<file path="src/hdl/pirrt_pkg.sv">
package pirrt_pkg;

  // angle and trig precision
  localparam int ANGLE_BITS     = 16;
  localparam int TRIG_FRAC_BITS = 16;
  localparam int CORDIC_STEPS   = 30;

  // field widths
  localparam int COORD_W = 32;
  localparam int ANG_W   = 16;
  localparam int EXT_W   = 31;
  localparam int SCALE_W = 16;

  // internal widths
  localparam int OFF_W  = COORD_W + 1;
  localparam int BND_W  = EXT_W + 1 + SCALE_W;
  localparam int CX_W   = 33;
  localparam int Z_W    = 32;
  localparam int CS_W   = TRIG_FRAC_BITS + 2;
  localparam int CS_SH  = 30 - TRIG_FRAC_BITS;
  localparam int PROD_W = CS_W + OFF_W;
  localparam int SUM_W  = PROD_W + 1;
  localparam int SH_W   = SUM_W - TRIG_FRAC_BITS;

  localparam logic signed [CX_W-1:0] CORDIC_GAIN_Q30 = 33'sd652032874;
  localparam logic [31:0] ANGLE_MASK = 32'((64'd1 << ANGLE_BITS) - 64'd1);

  // atan(2^-i) in 2^32 units per turn
  localparam logic [Z_W-1:0] ATAN_TURN32 [CORDIC_STEPS] = '{
    32'd536870912, 32'd316933406, 32'd167458907, 32'd85004756, 32'd42667331,
    32'd21354465, 32'd10679838, 32'd5340245, 32'd2670163, 32'd1335087,
    32'd667544, 32'd333772, 32'd166886, 32'd83443, 32'd41722,
    32'd20861, 32'd10430, 32'd5215, 32'd2608, 32'd1304,
    32'd652, 32'd326, 32'd163, 32'd81, 32'd41,
    32'd20, 32'd10, 32'd5, 32'd3, 32'd1
  };

  typedef struct packed {
    logic signed [BND_W-1:0] bnd_x;
    logic signed [BND_W-1:0] bnd_y;
  } bnd_t;

  typedef struct packed {
    logic signed [OFF_W-1:0] dx;
    logic signed [OFF_W-1:0] dy;
    bnd_t                    bnd;
  } side_t;

  typedef struct packed {
    logic signed [CX_W-1:0] x;
    logic signed [CX_W-1:0] y;
    logic signed [Z_W-1:0]  z;
    logic                   flip;
  } rot_t;

  typedef struct packed {
    logic                      hit;
    logic signed [COORD_W-1:0] lx;
    logic signed [COORD_W-1:0] ly;
  } res_t;

endpackage

</file>
<file path="src/hdl/pirrt_outbuf.sv">
module pirrt_outbuf import pirrt_pkg::*; (
  input  logic                      clk_i,
  input  logic                      rst_ni,
  input  logic                      valid_i,
  input  res_t                      res_i,
  output logic                      en_o,
  output logic                      valid_o,
  input  logic                      stall_i,
  output logic                      hit_o,
  output logic signed [COORD_W-1:0] local_x_o,
  output logic signed [COORD_W-1:0] local_y_o
);

  logic out_v_d, out_v_q, skid_v_d, skid_v_q;
  logic out_ld, skid_ld;
  res_t out_d, out_q;

  // pipeline moves only while the skid slot is free
  always_comb begin
    out_v_d  = out_v_q;
    skid_v_d = skid_v_q;
    out_d    = res_i;
    out_ld   = 1'b0;
    skid_ld  = 1'b0;
    if (skid_v_q) begin
      if (!stall_i) begin
        out_v_d  = 1'b1;
        out_d    = 'x;
        out_ld   = 1'b1;
        skid_v_d = 1'b0;
      end
    end else if (!out_v_q || !stall_i) begin
      out_v_d = valid_i;
      out_ld  = 1'b1;
    end else if (valid_i) begin
      skid_v_d = 1'b1;
      skid_ld  = 1'b1;
    end
  end

  always_ff @(posedge clk_i or negedge rst_ni) begin
    if (!rst_ni) begin
      out_v_q  <= 1'b0;
      skid_v_q <= 1'b0;
    end else begin
      out_v_q  <= out_v_d;
      skid_v_q <= skid_v_d;
    end
  end

  res_t skid_q;

  always_ff @(posedge clk_i) begin
    if (out_ld) begin
      out_q <= skid_v_q ? skid_q : out_d;
    end
    if (skid_ld) begin
      skid_q <= res_i;
    end
  end

  assign en_o      = !skid_v_q;
  assign valid_o   = out_v_q;
  assign hit_o     = out_q.hit;
  assign local_x_o = out_q.lx;
  assign local_y_o = out_q.ly;

endmodule

</file>
<file path="config.mk">
export PLATFORM = sky130hd
export DESIGN_NAME = pirrt_outbuf
export DESIGN_NICKNAME = d
export VERILOG_FILES = /design/src/hdl/pirrt_pkg.sv /design/src/hdl/pirrt_outbuf.sv
export SDC_FILE = /design/constraint.sdc
export NUM_CORES = 1
export LEC_CHECK = 0
export ABC_AREA = 1
export BUFFER_PORTS_ARGS = -buffer_cell sky130_fd_sc_hd__buf_4
export CAP_MARGIN = 5
export CELL_PAD_IN_SITES_DETAIL_PLACEMENT = 1
export CELL_PAD_IN_SITES_GLOBAL_PLACEMENT = 2
export CORE_ASPECT_RATIO = 0.7
export CORE_MARGIN = 8
export CORE_UTILIZATION = 34
export DETAILED_ROUTE_END_ITERATION = 8
export PLACE_DENSITY_LB_ADDON = 0.15
export SLEW_MARGIN = 20
export SYNTH_ARGS = -nofsm -noshare
export SYNTH_HDL_FRONTEND = slang
export SYNTH_SLANG_ARGS = --single-unit
</file>
<file path="constraint.sdc">
create_clock -name clk_i -period 8.1 [get_ports clk_i]
set_clock_uncertainty 0.05 [all_clocks]
set_input_delay 0.405 -clock clk_i [delete_from_list [all_inputs] [get_ports clk_i]]
set_output_delay 0.405 -clock clk_i [all_outputs]
set_load 0.05 [all_outputs]
</file>
==> metrics.txt <==
outcome completed; DIE HEIGHT 115.9 um; IO buf count 135; H-tree depth 4; synthesized instance count 356; CP required 8.09 ns; Inst Count DP 670; slew margin rel. 48.46%; Worst Setup End Kind register; worst reg-to-reg path cell count 3; CTS Buf Count 17; Die ar. 18,390 um^2; WL per Instance 17.34 um; synthesized cell area 4846 um^2; Resized cells post-CTS 0; fill cell count 1,440; Mapped Nets 425; hold path startpoint res_i[54]; Congestion Overflow GR 0; RSZ-0062 raised after global routing no; layout cells sized above 1 33.40%; CTS Buffer Depth 2; DIE WIDTH 158.7 um; Multi-input gate area 779.5 um^2; Power Density 319.1 nW/um^2; largest net degree at the start of global routing 47; DRC 0; Yosys warnings 0; Final min period 2.746 ns; via/cell ratio 4.360; sequential-to-total area share from yosys stat 81.59%; Clk pwr share 39.1%; fmax 0.3642 GHz; Vias 3,065; Final Slew Violations 0; Leakage 2.871 nW; flops & latches, synth 132; CTS clk-pin slew, worst paths 0.06 ns; Hold WC Path Type primary input to register; hold path cells 1; Pint 1.506 mW; max cap viols 0; combinational share of power 19.6%; Core Area 13,920 um^2; CP Max Fanout 43; Post-Layout Cell Count 703; Area Overhead vs Synth 37.96%; Synth area leaders edfxtp_1, nand2_1, dfrtp_1; worst-skew pair later-pin latency 0.41 ns; 1st-iter DRT viols 121; WS Path Type register to register; Rows 36; initial antenna violation count 1; final antenna-violating net count 0; post-synthesis average cell area 13.61 um^2; top-area cell type share of the netlist area 80.56%; worst-margin pin slew 0.7702 ns; drt first pass iters 4; first-pass GRT wire length 18.82 mm; Register Area 3955 um^2; fin nets 569; CP startpoint kind register; setup violators final 0; Switching Share 29.39%; R2R Setup Slk 5.35 ns; Initial Utilization 34.82%; clk sinks 132; Root Buffer clkbuf_16; net load switching power 0.6271 mW; area leader, netlist edfxtp_1; part of the power in registers 41.2%; CTS tree yes; IO Pins 136; worst vdd ir 0.1566 mV; DP HPWL 7.962 mm; RR Startpoint skid_v_q$_DFF_PN0_; worst path arrival time 2.74 ns; post-route clock period utilization 33.90%; vias in the first global route 3,382; r2r endpoint local_x_o[2]$_DFFE_PP_; TNS Setup 0 ns; Final Hold Fails 0; Synth cell types 12; drt total wl 12.19 mm; All-Layer GR Usage 13.80%; Hold EP skid_q[54]$_DFFE_PP_; gp weighted congestion 0.7371
Yosys cell counts:
library cell and count:
nand2_1 201, edfxtp_1 130, buf_2 6, buf_6 4, inv_1 4, buf_4 3, clkbuf_1 2, dfrtp_1 2
inv_2 1, nand3_1 1, nor2_1 1, o21ai_0 1
logic make-up (layout without fill, tap and decap cells):
kind of cell	after synthesis	in the layout	share of synthesized area, %
compound gates	1	1	0.1032
buf+inv	20	176	2.556
other cells	0	1	0
simple gates	203	203	15.75
flops	132	132	81.59
stage by stage:
stage	total power [mW]	utilization, %	hold WS [ns]	worst slack [ns]	instance area [um^2]
final	2.133	48.03	0.1227	5.354	6685
after global routing	2.219	48.03	0.1036	5.160	6685
after CTS	2.164	48.01	0.1012	5.281	6683
after detailed placement	1.316	43.36	0.1410	5.315	6035
after global placement	1.312	43.36	0.1392	5.345	6035
after floorplan	1.172	-	0.05941	2.239	4846
cells in the final DEF (no fill, tap or decap), types with 2 or more instances in the layout:
| master | instances |
|---|---|
| clkbuf_1 | 2 |
| inv_1 | 3 |
| edfxtp_1 | 130 |
| inv_2 | 2 |
| buf_4 | 139 |
| clkinv_4 | 4 |
| clkbuf_16 | 17 |
| bufinv_16 | 5 |
| nand2_1 | 201 |
what timing repair did:
action	in CTS	in global routing
endpoints found under the hold margin	2	0
hold buffers	1	0
setup buffers	0	0
setup endpoints to repair	0	0
layout make-up:
cell class | instances | share of cell area (%)
clock inverters | 12 | 3.069
well taps | 190 | 3.556
multi-input cells | 204 | 11.66
flip-flops and latches | 132 | 59.16
repair buffers | 140 | 15.76
inverters | 5 | 0.2807
clock buffers | 19 | 6.476
diodes | 1 | 0.03743
critical path, stage by stage (launching register included):
cell	delay [ns]
dfrtp_2	0.60
buf_4	0.39
o21ai_4	0.69
buf_4	0.60
power by group through the flow:
| stage | logic (mW) | registers (mW) | clock network [mW] |
|---|---|---|---|
| 2_1_floorplan | 0.0916 | 1.08 | 0 |
| 3_3_place_gp | 0.420 | 0.891 | 0 |
| 3_5_place_dp | 0.424 | 0.892 | 0 |
| 4_1_cts | 0.426 | 0.881 | 0.856 |
| 5_1_grt | 0.446 | 0.889 | 0.884 |
| 6_report | 0.419 | 0.880 | 0.835 |
routing by layer:
layer	part of all wire [%]	vias to the layer above	global-route usage (%)
met5	0	-	0
met4	1.6	0	6.324
met3	9.6	15	6.110
met2	44	106	20.12
met1	45	1457	17.35
li1	-	1487	-
worst max-delay path by stage:
stage,startpoint,end,cells after the start
after floorplan,skid_v_q$_DFF_PN0_,hit_o$_DFFE_PP_,3
after global placement,skid_v_q$_DFF_PN0_,local_x_o[12]$_DFFE_PP_,3
after detailed placement,skid_v_q$_DFF_PN0_,local_y_o[27]$_DFFE_PP_,3
after CTS,skid_v_q$_DFF_PN0_,local_x_o[18]$_DFFE_PP_,3
after global routing,skid_v_q$_DFF_PN0_,local_y_o[30]$_DFFE_PP_,3
final,skid_v_q$_DFF_PN0_,local_x_o[2]$_DFFE_PP_,3
state kept, by name, summed over array words and instances (netlist names):
| name | flops |
|---|---|
| hit_o | 1 |
| local_x_o | 32 |
| local_y_o | 32 |
| skid_q | 65 |
| skid_v_q | 1 |
| valid_o | 1 |
Note: power is estimated with default switching activity, not from simulation.
