[src/hdl/pirrt_pkg.sv]
package pirrt_pkg;

  // angle and trig precision
  localparam int ANGLE_BITS     = 16;
  localparam int TRIG_FRAC_BITS = 16;
  localparam int CORDIC_STEPS   = 30;

  // field widths
  localparam int COORD_W = 32;
  localparam int ANG_W   = 16;
  localparam int EXT_W   = 31;
  localparam int SCALE_W = 16;

  // internal widths
  localparam int OFF_W  = COORD_W + 1;
  localparam int BND_W  = EXT_W + 1 + SCALE_W;
  localparam int CX_W   = 33;
  localparam int Z_W    = 32;
  localparam int CS_W   = TRIG_FRAC_BITS + 2;
  localparam int CS_SH  = 30 - TRIG_FRAC_BITS;
  localparam int PROD_W = CS_W + OFF_W;
  localparam int SUM_W  = PROD_W + 1;
  localparam int SH_W   = SUM_W - TRIG_FRAC_BITS;

  localparam logic signed [CX_W-1:0] CORDIC_GAIN_Q30 = 33'sd652032874;
  localparam logic [31:0] ANGLE_MASK = 32'((64'd1 << ANGLE_BITS) - 64'd1);

  // atan(2^-i) in 2^32 units per turn
  localparam logic [Z_W-1:0] ATAN_TURN32 [CORDIC_STEPS] = '{
    32'd536870912, 32'd316933406, 32'd167458907, 32'd85004756, 32'd42667331,
    32'd21354465, 32'd10679838, 32'd5340245, 32'd2670163, 32'd1335087,
    32'd667544, 32'd333772, 32'd166886, 32'd83443, 32'd41722,
    32'd20861, 32'd10430, 32'd5215, 32'd2608, 32'd1304,
    32'd652, 32'd326, 32'd163, 32'd81, 32'd41,
    32'd20, 32'd10, 32'd5, 32'd3, 32'd1
  };

  typedef struct packed {
    logic signed [BND_W-1:0] bnd_x;
    logic signed [BND_W-1:0] bnd_y;
  } bnd_t;

  typedef struct packed {
    logic signed [OFF_W-1:0] dx;
    logic signed [OFF_W-1:0] dy;
    bnd_t                    bnd;
  } side_t;

  typedef struct packed {
    logic signed [CX_W-1:0] x;
    logic signed [CX_W-1:0] y;
    logic signed [Z_W-1:0]  z;
    logic                   flip;
  } rot_t;

  typedef struct packed {
    logic                      hit;
    logic signed [COORD_W-1:0] lx;
    logic signed [COORD_W-1:0] ly;
  } res_t;

endpackage

[src/hdl/pirrt_front.sv]
module pirrt_front import pirrt_pkg::*; (
  input  logic                      clk_i,
  input  logic                      rst_ni,
  input  logic                      en_i,
  input  logic                      valid_i,
  input  logic signed [COORD_W-1:0] point_x_i,
  input  logic signed [COORD_W-1:0] point_y_i,
  input  logic signed [COORD_W-1:0] rect_x_i,
  input  logic signed [COORD_W-1:0] rect_y_i,
  input  logic        [ANG_W-1:0]   rect_angle_i,
  input  logic        [EXT_W-1:0]   half_width_i,
  input  logic        [EXT_W-1:0]   half_height_i,
  input  logic signed [SCALE_W-1:0] scale_x_i,
  input  logic signed [SCALE_W-1:0] scale_y_i,
  output logic                      valid_o,
  output rot_t                      rot_o,
  output side_t                     side_o
);

  localparam logic signed [Z_W:0] QuarterTurn = 33'sh040000000;
  localparam logic signed [Z_W:0] HalfTurn    = 33'sh080000000;

  logic [31:0]             a32;
  logic signed [Z_W:0]     z_ext;
  logic signed [Z_W:0]     z_fold;
  logic                    flip;
  rot_t                    rot_d, rot_q;
  side_t                   side_d, side_q;
  logic                    valid_q;

  always_comb begin
    a32   = (32'(rect_angle_i) & ANGLE_MASK) << (32 - ANGLE_BITS);
    z_ext = (Z_W+1)'($signed(a32));
    // fold into [-1/4, 1/4] turn, negate the result afterwards
    if (z_ext > QuarterTurn) begin
      z_fold = z_ext - HalfTurn;
      flip   = 1'b1;
    end else if (z_ext < -QuarterTurn) begin
      z_fold = z_ext + HalfTurn;
      flip   = 1'b1;
    end else begin
      z_fold = z_ext;
      flip   = 1'b0;
    end
    rot_d.x    = CORDIC_GAIN_Q30;
    rot_d.y    = '0;
    rot_d.z    = z_fold[Z_W-1:0];
    rot_d.flip = flip;

    side_d.dx        = OFF_W'(point_x_i) - OFF_W'(rect_x_i);
    side_d.dy        = OFF_W'(point_y_i) - OFF_W'(rect_y_i);
    side_d.bnd.bnd_x = BND_W'($signed({1'b0, half_width_i})) * BND_W'(scale_x_i);
    side_d.bnd.bnd_y = BND_W'($signed({1'b0, half_height_i})) * BND_W'(scale_y_i);
  end

  always_ff @(posedge clk_i or negedge rst_ni) begin
    if (!rst_ni) begin
      valid_q <= 1'b0;
    end else if (en_i) begin
      valid_q <= valid_i;
    end
  end

  always_ff @(posedge clk_i) begin
    if (en_i) begin
      rot_q  <= rot_d;
      side_q <= side_d;
    end
  end

  assign valid_o = valid_q;
  assign rot_o   = rot_q;
  assign side_o  = side_q;

endmodule

[config.mk]
export PLATFORM = sky130hd
export DESIGN_NAME = pirrt_front
export DESIGN_NICKNAME = d
export VERILOG_FILES = /design/src/hdl/pirrt_pkg.sv /design/src/hdl/pirrt_front.sv
export SDC_FILE = /design/constraint.sdc
export NUM_CORES = 2
export LEC_CHECK = 0
export BUFFER_PORTS_ARGS = -buffer_cell sky130_fd_sc_hd__buf_2
export CAP_MARGIN = 20
export CELL_PAD_IN_SITES_DETAIL_PLACEMENT = 1
export CELL_PAD_IN_SITES_GLOBAL_PLACEMENT = 1
export CORE_AREA = 2 2 311 313
export CTS_CLUSTER_SIZE = 30
export DETAILED_ROUTE_END_ITERATION = 7
export DIE_AREA = 0 0 313 315
export GPL_TIMING_DRIVEN = 0
export HOLD_SLACK_MARGIN = 0.08
export PLACE_DENSITY_LB_ADDON = 0.1
export SYNTH_ARGS = -nofsm -noshare
export SYNTH_HDL_FRONTEND = slang
export SYNTH_SLANG_ARGS = --single-unit
export TNS_END_PERCENT = 100
[constraint.sdc]
create_clock -name clk_i -period 1.54 [get_ports clk_i]
set_clock_uncertainty 0.1 [all_clocks]
set_input_delay 0.385 -clock clk_i [delete_from_list [all_inputs] [get_ports clk_i]]
set_output_delay 0.385 -clock clk_i [all_outputs]
set_load 0.1 [all_outputs]
==> results.py <==
metrics = {
    "sta": {
        "finalWorstSetupSlack_ps": -4890,
        "finalCriticalPeriod_ps": 6430,
        "tightest_slew_ps": 1110,
        "maxSlewHeadroom": 0.250,
        "finalHoldViolations": 0,
        "finalMaxSlewViolations": 0,
        "setup_viol": 324,
        "max_freq_mhz": 156,
        "fin_crit_sh": 4.17,
        "fin_tns_setup_ps": -416350,
        "rsz0062_at_grt": "yes",
    },
    "detailed_routing": {
        "routed_wl_mm": 148,
        "num_vias": 34300,
        "drt_pass1_iterations": 5,
        "routed_via_density": 5.18,
        "post_drt_wl_per_cell_um": 22.3,
        "initialDrtViolationCount": 1701,
        "drc": 0,
        "route.antenna.remaining_nets": 0,
    },
    "worst_hold_path": {
        "hold_depth": 2,
        "min_to": "side_o[48]$_DFFE_PP_",
        "min_from": "scale_x_i[0]",
        "min_path_type": "in2reg",
    },
    "global_route": {
        "grt_pass1_vias": 37700,
        "grt-ovfl-total": 0,
        "grt_pass1_wl_mm": 224,
        "antenna_found_initial": 9,
        "grt_max_degree": 93,
        "grt_usage": 0.300,
    },
    "critical_path": {
        "worstSetupPathType": "in2reg",
        "regToRegSetupSlack_ps": 690,
        "arrival_ps": 6590,
        "worstPathRequired_ps": 1700,
        "path_max_fanout": 5,
        "r2r-start": "valid_o$_DFFE_PN0P_",
        "critical_path.endpoint_type": "flop",
        "r2r-end": "valid_o$_DFFE_PN0P_",
        "r2r_cells": 1,
        "crit_path_start_kind": "input pin",
    },
    "die": {
        "initial_core_util": 0.443,
        "num_rows": 114,
        "die_y_um": 315,
        "die_x_um": 313,
        "boundaryPins": 504,
        "core_area_mm2": 0.0957,
        "die_area_mm2": 0.0986,
    },
    "synthesis": {
        "ys_ff_latch": 180,
        "yosysSeqAreaShare": 0.127,
        "async_reset_ff_frac": 0.00556,
        "synth_cell_types": 97,
        "yosys_most_used_dff": "edfxtp_1",
        "netlist_area_mm2": 0.0424,
        "syn_inst": 4619,
        "yosysWarnings": 0,
        "synth_edf_count": 179,
        "syn_avg_cell_area_um2": 9.19,
    },
    "placement": {
        "gp_congestion": 0.920,
        "portBuffers": 421,
        "place_hpwl_mm": 118,
        "dp_slack_ps": -6760,
    },
    "cells_and_area": {
        "syn_to_final_growth_pct": 28.2,
        "fin_nets": 6747,
        "drive_gt1_frac": 0.265,
    },
    "clock_network": {
        "cts-htree-levels": 4,
        "clock-sinks": 180,
        "clk_path_buf_depth": 2,
        "clkSlewWorstSetupHoldPaths_ps": 100,
        "clkLatencyLatePin_ps": 520,
        "cts_tree": "built",
        "cts-buffers-inserted": 17,
        "cts_root_buf": "clkbuf_16",
    },
    "run": {
        "maxCapViolations": 0,
    },
    "run_status": {
        "violations": "setup timing",
        "status": "finished, violations left",
    },
}
==> worst max path at each step <==
| stage | from | to | slack (ps) | cells after the start |
|---|---|---|---|---|
| 6_report | scale_x_i[5] | side_o[94]$_DFFE_PP_ | -4890 | 23 |
| 5_1_grt | scale_x_i[14] | side_o[94]$_DFFE_PP_ | -5020 | 23 |
| 4_1_cts | scale_x_i[5] | side_o[94]$_DFFE_PP_ | -4910 | 23 |
| 3_5_place_dp | scale_x_i[11] | side_o[94]$_DFFE_PP_ | -6760 | 26 |
| 3_3_place_gp | scale_x_i[11] | side_o[94]$_DFFE_PP_ | -6670 | 26 |
| 2_1_floorplan | scale_x_i[5] | side_o[94]$_DFFE_PP_ | -4800 | 24 |
==> per-stage QoR <==
stage	cells	cell area (um^2)	utilization	hold slack (ps)
finish	6624	54400	0.568	134
floorplan	4699	44800	-	-10.6
global placement	6396	48500	0.506	59.5
detailed placement	6397	48500	0.507	62.9
CTS	6549	52500	0.549	91.9
global route	6620	54400	0.568	147
==> cell type report <==
| class | instances | area, um^2 |
|---|---|---|
| multi-input combinational | 3172 | 35000 |
| clock inverter | 15 | 199 |
| fill | 10700 | 41300 |
| timing repair buffer | 618 | 4420 |
| buffer | 265 | 3270 |
| inverter | 1073 | 4090 |
| antenna | 8 | 20.0 |
| clock buffer | 17 | 425 |
| sequential | 180 | 5400 |
| tap | 1276 | 1600 |
==> cell usage after synthesis, drive strengths merged, types with 6 or more instances <==
cell type / number / area, um^2
o21ai: 66 / 334
o311ai: 6 / 52.6
xor2: 47 / 412
a21oi: 143 / 727
a31oi: 11 / 90.1
nor2b: 19 / 119
nand2: 584 / 2190
and2: 432 / 2700
nand2b: 30 / 188
inv: 1072 / 4020
xnor2: 90 / 788
o211ai: 8 / 60.1
nor3: 21 / 105
a221oi: 8 / 93.8
a211oi: 19 / 153
and3: 11 / 71.3
nor4: 6 / 43.8
buf: 93 / 709
clkbuf: 180 / 717
nor2: 132 / 495
a21o: 94 / 708
o21a: 11 / 82.6
nand3: 41 / 205
nand4: 30 / 188
fa: 810 / 16200
o21bai: 20 / 150
edfxtp: 179 / 5380
ha: 368 / 4600
==> worst max-delay path, cell delays in order <==
cell and delay, ps:
buf_12 120, clkbuf_16 160, and2_4 140, fa_1 550
inv_2 50, fa_2 540, fa_2 440, fa_1 540
inv_1 50, fa_1 490, fa_1 450, ha_4 290
buf_8 110, nand2_4 50, o211ai_1 290, o2111ai_4 200
a31oi_4 300, o22ai_4 170, o311ai_4 300, a31oi_4 140
o21a_2 260, and4b_1 190, or3_4 350
==> registers in the layout, summed over array words and instances, names as in the netlist <==
register  cells
rot_o        17
side_o      162
valid_o       1
==> layout by cell type (no fill, tap or decap), drive strengths merged, types with 4 or more instances in the layout <==
| cell | count |
|---|---|
| o2111ai | 4 |
| nand2 | 584 |
| xor2 | 47 |
| nor3 | 21 |
| a31oi | 11 |
| fa | 810 |
| nand2b | 30 |
| nand3 | 41 |
| a21oi | 143 |
| a21boi | 5 |
| ha | 368 |
| o41ai | 4 |
| xnor2 | 90 |
| nor2b | 19 |
| inv | 1079 |
| nor4 | 6 |
| diode | 8 |
| buf | 724 |
| o21a | 11 |
| o21ai | 66 |
| conb | 82 |
| nor2 | 132 |
| o21bai | 20 |
| clkinv | 6 |
| o22ai | 4 |
| a21o | 94 |
| clkbuf | 156 |
| or3 | 5 |
| a221oi | 8 |
| and3 | 11 |
| dlygate4sd3 | 19 |
| o211ai | 8 |
| a211oi | 19 |
| o311ai | 6 |
| and2 | 432 |
| edfxtp | 179 |
| o31a | 5 |
| nand4 | 30 |
| a211o | 4 |
==> metal layers <==
layer | vias to the layer above | wire length (um) | GRT usage
li1 | 15200 | - | -
met1 | 17800 | 61500 | 0.391
met2 | 1006 | 73500 | 0.522
met3 | 243 | 7330 | 0.0345
met4 | 4 | 5330 | 0.100
met5 | - | 28 | 0
==> logic make-up after synthesis <==
group / after synthesis / synth area share
AOI/OAI and AO/OA: 440 / 0.0702
xor gates and xnor gates: 137 / 0.0283
adders and majority gates: 1178 / 0.491
buffers and inverters: 1347 / 0.129
DFF: 180 / 0.127
muxes: 5 / 0.00124
other: 2 / 0.000177
and+or+nand+nor: 1330 / 0.153
==> repair_timing <==
item,4_1_cts,5_1_grt
setup buffers,101,85
endpoints found under the hold margin,19,0
gates cloned,3,0
pin swaps,115,201
setup endpoints to repair,326,369
gates resized for setup,512,409
hold buffers,19,0
Power is not shown: default switching activity piles up to over one toggle a cycle in this logic, so the estimate is an artifact.
